[src/rtl/ostm_pkg.sv]
// Shared constants, codes, types and helpers for the one-shot match timer slot table.
package ostm_pkg;

  localparam int SLOTS       = 8;
  localparam int MAX_RESULTS = 8;
  localparam int TIME_W      = 64;
  localparam int SLOT_OUT_W  = 3;
  localparam int IDX_W       = (SLOTS > 1) ? $clog2(SLOTS) : 1;
  localparam int CNT_W       = $clog2(MAX_RESULTS + 1);
  localparam int IN_DATA_W   = 2 * TIME_W;
  localparam int OUT_DATA_W  = 8;

  localparam logic OP_ARM  = 1'b0;
  localparam logic OP_TICK = 1'b1;

  typedef enum logic [1:0] {
    KIND_ARMED   = 2'd0,
    KIND_NOFREE  = 2'd1,
    KIND_EXPIRED = 2'd2
  } kind_t;

  typedef struct packed {
    logic load;
    logic arm_take;
    logic arm_nofree;
    logic expire;
    logic advance;
    logic flush;
  } cmd_t;

  typedef struct packed {
    logic op_tick;
    logic stopped;
    logic hit;
    logic at_end;
    logic cap_last;
    logic pend_valid;
    logic out_free;
  } stat_t;

  function automatic logic [SLOT_OUT_W-1:0] to_slot(input logic [IDX_W-1:0] idx);
    to_slot = SLOT_OUT_W'(idx);
  endfunction

endpackage

[src/rtl/ostm_ctrl.sv]
// Controller state machine that sequences the slot scan for arm and tick requests.
module ostm_ctrl (
  input  logic           clk,
  input  logic           rst,
  input  logic           in_valid,
  output logic           in_ready,
  input  ostm_pkg::stat_t stat,
  output ostm_pkg::cmd_t  cmd
);

  typedef enum logic [2:0] {
    ST_IDLE  = 3'b001,
    ST_SCAN  = 3'b010,
    ST_FLUSH = 3'b100
  } state_t;

  state_t state;
  state_t state_next;

  assign in_ready = (state == ST_IDLE);

  always_comb begin
    cmd        = '0;
    state_next = state;
    unique case (state)
      ST_IDLE: begin
        if (in_valid) begin
          cmd.load   = 1'b1;
          state_next = ST_SCAN;
        end
      end
      ST_SCAN: begin
        if (!stat.op_tick) begin
          if (stat.stopped) begin
            if (stat.out_free) begin
              cmd.arm_take = 1'b1;
              state_next   = ST_IDLE;
            end
          end else if (stat.at_end) begin
            if (stat.out_free) begin
              cmd.arm_nofree = 1'b1;
              state_next     = ST_IDLE;
            end
          end else begin
            cmd.advance = 1'b1;
          end
        end else if (!(stat.hit && stat.pend_valid && !stat.out_free)) begin
          cmd.expire = stat.hit;
          if (stat.at_end || (stat.hit && stat.cap_last)) begin
            state_next = ST_FLUSH;
          end else begin
            cmd.advance = 1'b1;
          end
        end
      end
      ST_FLUSH: begin
        if (!stat.pend_valid) begin
          state_next = ST_IDLE;
        end else if (stat.out_free) begin
          cmd.flush  = 1'b1;
          state_next = ST_IDLE;
        end
      end
      default: begin
        state_next = ST_IDLE;
      end
    endcase
  end

  always_ff @(posedge clk) begin
    if (rst) begin
      state <= ST_IDLE;
    end else begin
      state <= state_next;
    end
  end

endmodule

[src/rtl/ostm_dp.sv]
// Datapath: slot match times, running bits, scan index, pending expiry and result register.
module ostm_dp (
  input  logic                                clk,
  input  logic                                rst,
  input  ostm_pkg::cmd_t                      cmd,
  output ostm_pkg::stat_t                     stat,
  input  logic                                in_op,
  input  logic [ostm_pkg::TIME_W-1:0]         in_match_time,
  input  logic [ostm_pkg::TIME_W-1:0]         in_current_time,
  output logic                                out_valid,
  input  logic                                out_ready,
  output logic [1:0]                          out_kind,
  output logic [ostm_pkg::SLOT_OUT_W-1:0]     out_slot,
  output logic                                out_last
);

  logic [ostm_pkg::TIME_W-1:0]     slot_match [ostm_pkg::SLOTS];
  logic [ostm_pkg::SLOTS-1:0]      running;
  logic                            op;
  logic [ostm_pkg::TIME_W-1:0]     op_time;
  logic [ostm_pkg::IDX_W-1:0]      idx;
  logic [ostm_pkg::CNT_W-1:0]      cnt;
  logic                            pend_valid;
  logic [ostm_pkg::SLOT_OUT_W-1:0] pend_slot;

  logic                            out_free;
  logic                            push;
  ostm_pkg::kind_t                 push_kind;
  logic [ostm_pkg::SLOT_OUT_W-1:0] push_slot;
  logic                            push_last;

  assign out_free = !out_valid || out_ready;

  assign stat.op_tick    = (op == ostm_pkg::OP_TICK);
  assign stat.stopped    = !running[idx];
  assign stat.hit        = running[idx] && (op_time >= slot_match[idx]);
  assign stat.at_end     = (idx == ostm_pkg::IDX_W'(ostm_pkg::SLOTS - 1));
  assign stat.cap_last   = (cnt == ostm_pkg::CNT_W'(ostm_pkg::MAX_RESULTS - 1));
  assign stat.pend_valid = pend_valid;
  assign stat.out_free   = out_free;

  assign push = cmd.arm_take || cmd.arm_nofree || (cmd.expire && pend_valid) || cmd.flush;

  always_comb begin
    push_kind = ostm_pkg::KIND_EXPIRED;
    push_slot = pend_slot;
    push_last = cmd.flush;
    if (cmd.arm_take) begin
      push_kind = ostm_pkg::KIND_ARMED;
      push_slot = ostm_pkg::to_slot(idx);
      push_last = 1'b1;
    end else if (cmd.arm_nofree) begin
      push_kind = ostm_pkg::KIND_NOFREE;
      push_slot = '0;
      push_last = 1'b1;
    end
  end

  always_ff @(posedge clk) begin
    if (rst) begin
      running    <= '0;
      out_valid  <= 1'b0;
      pend_valid <= 1'b0;
    end else begin
      if (cmd.arm_take) begin
        running[idx] <= 1'b1;
      end else if (cmd.expire) begin
        running[idx] <= 1'b0;
      end
      if (push) begin
        out_valid <= 1'b1;
      end else if (out_ready) begin
        out_valid <= 1'b0;
      end
      if (cmd.load || cmd.flush) begin
        pend_valid <= 1'b0;
      end else if (cmd.expire) begin
        pend_valid <= 1'b1;
      end
    end
  end

  always_ff @(posedge clk) begin
    if (cmd.arm_take) begin
      slot_match[idx] <= op_time;
    end
    if (cmd.load) begin
      op      <= in_op;
      op_time <= (in_op == ostm_pkg::OP_TICK) ? in_current_time : in_match_time;
      idx     <= '0;
      cnt     <= '0;
    end else begin
      if (cmd.advance) begin
        idx <= idx + 1'b1;
      end
      if (cmd.expire) begin
        cnt <= cnt + 1'b1;
      end
    end
    if (cmd.expire) begin
      pend_slot <= ostm_pkg::to_slot(idx);
    end
    if (push) begin
      out_kind <= push_kind;
      out_slot <= push_slot;
      out_last <= push_last;
    end
  end

endmodule

[src/rtl/one_shot_match_timer_slots.sv]
// Top level of the one-shot match timer slot table.
// A table of SLOTS one-shot timers, all stopped after reset. An arm request
// (tuser 0) stores tdata[63:0] as the match time in the lowest stopped slot
// and answers with that slot, or with "no free slot" when all run. A tick
// request (tuser 1) carries the present time in tdata[127:64]; every running
// slot whose match time is at or below it stops and is reported in slot
// order, the final report flagged with tlast; a tick that expires nothing
// gives no report. One request is handled at a time: the controller visits
// one slot per clock through a single 64-bit compare, except that it holds
// when a result is due while the result register still waits on m_tready.
// s_tready is high only while no request is in progress.
module one_shot_match_timer_slots (
  input  logic                                clk,
  input  logic                                rst,
  input  logic                                s_tvalid,
  output logic                                s_tready,
  input  logic [ostm_pkg::IN_DATA_W-1:0]      s_tdata,  // match_time, current_time
  input  logic                                s_tuser,  // operation
  output logic                                m_tvalid,
  input  logic                                m_tready,
  output logic [ostm_pkg::OUT_DATA_W-1:0]     m_tdata,  // slot_index, zero fill
  output logic [1:0]                          m_tuser,  // event_kind
  output logic                                m_tlast
);

  ostm_pkg::cmd_t                  cmd;
  ostm_pkg::stat_t                 stat;
  logic [ostm_pkg::SLOT_OUT_W-1:0] slot_index;

  ostm_ctrl u_ctrl (
    .clk      (clk),
    .rst      (rst),
    .in_valid (s_tvalid),
    .in_ready (s_tready),
    .stat     (stat),
    .cmd      (cmd)
  );

  ostm_dp u_dp (
    .clk             (clk),
    .rst             (rst),
    .cmd             (cmd),
    .stat            (stat),
    .in_op           (s_tuser),
    .in_match_time   (s_tdata[ostm_pkg::TIME_W-1:0]),
    .in_current_time (s_tdata[ostm_pkg::IN_DATA_W-1:ostm_pkg::TIME_W]),
    .out_valid       (m_tvalid),
    .out_ready       (m_tready),
    .out_kind        (m_tuser),
    .out_slot        (slot_index),
    .out_last        (m_tlast)
  );

  assign m_tdata = ostm_pkg::OUT_DATA_W'(slot_index);

endmodule

[config.mk]
export PLATFORM = sky130hd
export DESIGN_NAME = one_shot_match_timer_slots
export DESIGN_NICKNAME = d
export VERILOG_FILES = /design/src/rtl/ostm_pkg.sv /design/src/rtl/ostm_ctrl.sv /design/src/rtl/ostm_dp.sv /design/src/rtl/one_shot_match_timer_slots.sv
export SDC_FILE = /design/constraint.sdc
export NUM_CORES = 1
export LEC_CHECK = 0
export BUFFER_PORTS_ARGS = -buffer_cell sky130_fd_sc_hd__buf_2
export CORE_UTILIZATION = 45
export CTS_CLUSTER_SIZE = 28
export DETAILED_ROUTE_END_ITERATION = 10
export GPL_TIMING_DRIVEN = 0
export PLACE_DENSITY = 0.68
export SKIP_CTS_REPAIR_TIMING = 1
export SLEW_MARGIN = 20
export SYNTH_ARGS = -nofsm -noshare
export SYNTH_HDL_FRONTEND = slang
export SYNTH_SLANG_ARGS = --single-unit
[constraint.sdc]
create_clock -name clk -period 15.25 [get_ports clk]
set_input_delay 3.05 -clock clk [delete_from_list [all_inputs] [get_ports clk]]
set_output_delay 3.05 -clock clk [all_outputs]
set_load 0.02 [all_outputs]
# Word level (Yosys, flattened, before mapping)
# Memories as Yosys holds them, arrays and structs flattened. A register that Yosys moved wholly into a read port is not among the register bits.
# Cells that the tools add are included.
[totals]
ff_bits = 94
ramBits = 512
inputBits = 133
out_inout_bits = 13
elab_cells = 90
n_memories = 1
[classes]
addsub = 2
magnitude_cmp = 3
n_eq_ne = 9
mux = 41
bitwise = 3
reduce_logical = 19
[mem_list]
columns = ["name", "depth", "word_bits", "read_ports", "rd_ports_with_merged_regs", "write_ports", "line", "source"]
rows = [
  ["u_dp.slot_match", 8, 64, 1, 1, 1, "ostm_dp.sv:17", "logic [ostm_pkg::TIME_W-1:0] slot_match [ostm_pkg::SLOTS];"],
]
[ops]
columns = ["operator", "n"]
rows = [
  ["64-bit greater-or-equal comparator", 1],
  ["64-bit 2-to-1 mux", 1],
  ["3-bit 2-to-1 mux", 12],
  ["1-bit 2-to-1 mux", 19],
  ["8-bit 2-to-1 mux", 2],
  ["3-bit case mux with 3 select lines", 1],
  ["8-bit bitwise AND", 1],
  ["8-bit inverter", 1],
  ["8-bit OR", 1],
  ["3-bit equality test (second input constant)", 2],
  ["1-bit logical AND", 6],
  ["1-bit logical OR", 6],
  ["2-bit 2-to-1 mux", 3],
  ["3-bit != test (second input constant)", 2],
  ["4-bit by 1-bit adder with 4-bit output (second input constant)", 1],
  ["4-bit by 3-bit equality test with 1-bit output (second input constant)", 1],
  ["3-bit by 4-bit less-than comparator with 1-bit output (second input constant)", 1],
  ["4-bit 2-to-1 mux", 1],
  ["4-bit by 3-bit != test with 1-bit output (second input constant)", 1],
  ["4-bit AND reduction", 1],
  ["2-bit nonzero test", 2],
  ["2-bit OR reduction", 2],
  ["3-bit by 1-bit adder with 3-bit output (second input constant)", 1],
  ["1-bit binary-select mux with 3-bit select", 1],
  ["6 further kinds", 7],
]

# Longest topological paths before layout
[logic_depth]
word_depth = 13
depth_mapped = 13
ltp_nobuf = 10

# Cells and area by module
# From an unflattened synthesis, not the netlist that was laid out.
[unflattened]
hier_cells = 1207
hier_area_um2 = 24656.1
[modules_own_cells]
columns = ["mod", "n_inst", "cells_per_inst", "area_each_um2", "seq_area_each_um2"]
rows = [
  ["ostm_dp", 1, 1161, 24333.3, 17997.3],
  ["ostm_ctrl", 1, 40, 281.5, 60.1],
  ["one_shot_match_timer_slots", 1, 6, 41.3, 0.0],
]

# Worst setup path before layout
# OpenSTA, ideal clock, no wires.
[synth_timing]
kind = "input -> register"
start = "input port m_tready"
end = "memory u_dp.slot_match[0][0] (netlist name), enable pin"
setup_time_ns = 0.565
arrival_time_ns = 8.425
t_required_ns = 14.685
path_slack_ns = 6.260
stages = 6
path_buffers = 1
cell_sequence = "nor2b_1 -> nor4_1 -> and2_1 -> clkbuf_1 -> nand2b_1 -> nor3_1"
[synth_between]
elab_chain_cells = 7
[synth_rtl]
columns = ["element", "line", "source"]
rows = [
  ["start: declaration", "one_shot_match_timer_slots.sv:20", "input logic m_tready,"],
  ["1-bit logical OR", "ostm_dp.sv:32", "assign out_free = !out_valid || out_ready;"],
  ["1-bit 2-to-1 mux", "ostm_ctrl.sv:35", "if (stat.out_free) begin"],
  ["1-bit 2-to-1 mux", "ostm_ctrl.sv:34", "if (stat.stopped) begin"],
  ["2-bit 2-to-1 mux", "ostm_ctrl.sv:33", "if (!stat.op_tick) begin"],
  ["4-bit 2-to-1 mux", "ostm_ctrl.sv:25", "unique case (state)"],
  ["1-bit 2-to-1 mux", "ostm_dp.sv:84", "if (cmd.arm_take) begin"],
  ["1-bit 2-to-1 mux (implied by the code)", "ostm_dp.sv:85", "slot_match[idx] <= op_time;"],
  ["end: declaration", "ostm_dp.sv:17", ""],
]
# Every way passes these cells.

# Worst setup path after layout
[layout_timing]
start = "input port m_tready"
end = "memory u_dp.slot_match[0][42] (netlist name), enable pin"
# Same word-level chain as after synthesis.

==> impl_metrics.py <==
metrics = {
    "synthesis": {
        "synth_top_area_cell": "edfxtp_1",
        "synth_edf_count": 586,
        "synth_common_cells": "586 x edfxtp_1, 128 x mux4_2, 69 x mux2i_1, 67 x ha_1, 65 x mux2_2",
        "ys_seq_area_share_pct": 72.9,
        "synth_top_area_share_pct": 71.1,
        "async_reset_ff_share_pct": 0,
        "syn_area_per_cell_um2": 20.2,
        "yosysMostFrequentCell": "edfxtp_1",
        "synth_ff_type": "edfxtp_1",
        "syn_area_um2": 24800,
        "synth_area_leaders": "edfxtp_1 71%, mux4_2 12%, ha_1 3.4%",
        "synthCells": 1227,
        "synth-seq-cells": 609,
        "yosys.cell_types.count": 59,
        "yosysWarnings": 0,
    },
    "global_routing": {
        "grtUsageTotal_pct": 19.0,
        "grt_pass1_vias": 12914,
        "grt_first_pass_wirelength_um": 78600,
        "grt_max_degree": 51,
        "grt_remaining_overflow": 0,
        "antenna_found_initial": 0,
    },
    "placement": {
        "port_buffers": 140,
        "post-dp-hpwl_um": 34500,
        "globalplace.congestion": 0.797,
        "pre_cts_ws_ns": 8.59,
    },
    "detailed_routing": {
        "wire_per_inst_um": 23.4,
        "dr.pass1.iters": 5,
        "totalWireLength_um": 51900,
        "num_vias": 12453,
        "route.detailed.drc": 0,
        "drt_iter0_markers": 1099,
        "vias_per_cell": 5.61,
        "antenna_left": 0,
    },
    "critical_path": {
        "startpoint_type": "input pin",
        "critPathMaxStageDelay_ns": 0.71,
        "cp_slowest_cell": "nor4_1",
        "arrival_ns": 6.31,
        "crit_type": "in -> reg",
        "path_common_cell": "buf_4",
        "crit_chain": "buf_2, nor2b_1, nor4_1, and2_1, clkbuf_1, nand2b_1, nor3_2, buf_4, buf_6, buf_4, buf_4",
        "end_kind": "flop",
        "cp.required_ns": 15.57,
        "cp_max_fo": 8,
    },
    "timing": {
        "report.final.slew_viol_count": 0,
        "relSlewSlack_pct": 29.4,
        "setup_ws_ns": 9.26,
        "clock.fmax_mhz": 167,
        "worst_pin_slew_ns": 1.05,
        "rsz0062_at_grt": "no",
        "setup_tns_ns": 0,
        "fin_crit_ns": 5.99,
        "hold_ws_ns": 0.509,
        "clock-skew-final_ns": 0.0223,
        "setup_viol": 0,
        "hold_viol": 0,
        "period_share_pct": 39.3,
    },
    "cts": {
        "cts_tree": "built",
        "cts_root_buf": "clkbuf_16",
        "cts_sinks": 609,
        "clockBufferDepth": 3,
        "clkLatencyLatePin_ns": 0.62,
        "clkTransAtPathRegs_ns": 0.06,
        "h-tree-depth": 2,
        "numCtsBuffers": 60,
    },
    "final_layout": {
        "diodes": 0,
        "drive_gt1_share_pct": 32.5,
        "final_util_pct": 53.6,
        "nNetsFinal": 1673,
        "syn2layout_area_growth_pct": 17.2,
    },
    "power_and_ir_drop": {
        "ir_drop_v": 0.0000885,
        "powerDensity_nw_per_um2": 131,
        "p_leak_nw": 9.41,
        "power.total_mw": 3.79,
    },
    "floorplan": {
        "coreArea_um2": 54100,
        "die_height_um": 237,
        "rows": 85,
        "ios": 146,
        "die_x_um": 237,
        "design.die.area_um2": 56000,
        "initial_core_util_pct": 45.7,
    },
    "hold_path": {
        "min_path_type": "reg -> reg",
    },
    "status": {
        "status": "finished clean",
    },
    "run": {
        "max_cap_violations": 0,
    },
}
[power breakdown]
part           internal [mW]  total, mW  switching (mW)
Clock                  0.821       1.43           0.610
Sequential              1.91       1.97          0.0578
Combinational          0.186      0.395           0.209
[worst paths after layout]
path	startpoint	endpoint	slack, ns	cells past startpoint
min	u_dp.cnt[2]	u_dp.cnt[2]	0.51	1
max reg2reg	flop	u_dp.out_slot[2]	9.47	12
min reg2reg	u_dp.cnt[2]	u_dp.cnt[2]	0.51	1
max	m_tready	u_dp.slot_match[0][42]	9.26	11
[critical path: cells and delay by family]
kind | cells | cell delay, ns
buffers and inverters | 6 | 1.30
AND/OR/NAND/NOR | 5 | 1.94
[placed cells by master (no fill, tap or decap), types with 14 or more instances in the layout]
master,netlist,final
edfxtp_1,586,586
buf_2,2,142
mux4_2,128,128
mux2i_1,69,69
ha_1,67,67
mux2_2,65,65
clkbuf_16,0,62
nand2_1,42,42
clkbuf_1,34,42
a21oi_1,34,34
dfxtp_1,23,23
buf_4,5,20
nand4_1,16,16
nor2_1,22,16
o21ai_0,15,15
clkinv_1,0,14
clkinv_2,0,14
[flip-flops by register name, summed over array words and instances, names as in the netlist, named ones only]
name	cells
u_dp.pend_valid	1
u_dp.idx	3
u_dp.out_slot	3
u_ctrl.state	3
u_dp.op_time	64
u_dp.out_kind	2
u_dp.out_valid	1
u_dp.op	1
u_dp.out_last	1
u_dp.slot_match	512
u_dp.pend_slot	3
u_dp.cnt	4
[cell families (layout without fill, tap and decap cells)]
logic type	Yosys count	after routing	synth area share [%]
flops	609	609	72.9
simple gates	129	129	2.62
buf+inv	67	358	1.13
compound gates	92	92	2.53
fa+ha+maj	67	67	3.39
other cells	1	5	0.0151
mux	262	262	17.4
[per-layer routing]
layer | global-route usage (%) | routed length, um | share of wire [%]
met5 | 0 | 0 | 0
met4 | 5.67 | 1130 | 2.2
met1 | 26.3 | 22900 | 44
met3 | 2.77 | 2520 | 4.8
met2 | 31.2 | 25300 | 49
[final cells by class]
type,instances,area [um^2]
multi-input cells,555,6510
clock inverters,34,268
repair buffers,180,1390
plain buffers,55,240
clock buffers,77,1640
well taps,696,871
inverters,12,47.5
flip-flops and latches,609,18100
fillers,4153,25100
[stage by stage]
step / instance area [um^2] / std cells
finish: 29000 / 2218
CTS: 29000 / 2218
global placement: 26300 / 2067
global route: 29000 / 2218
floorplan: 24800 / 1231
detailed placement: 27100 / 2107
Power figures use the tool's default switching activity.
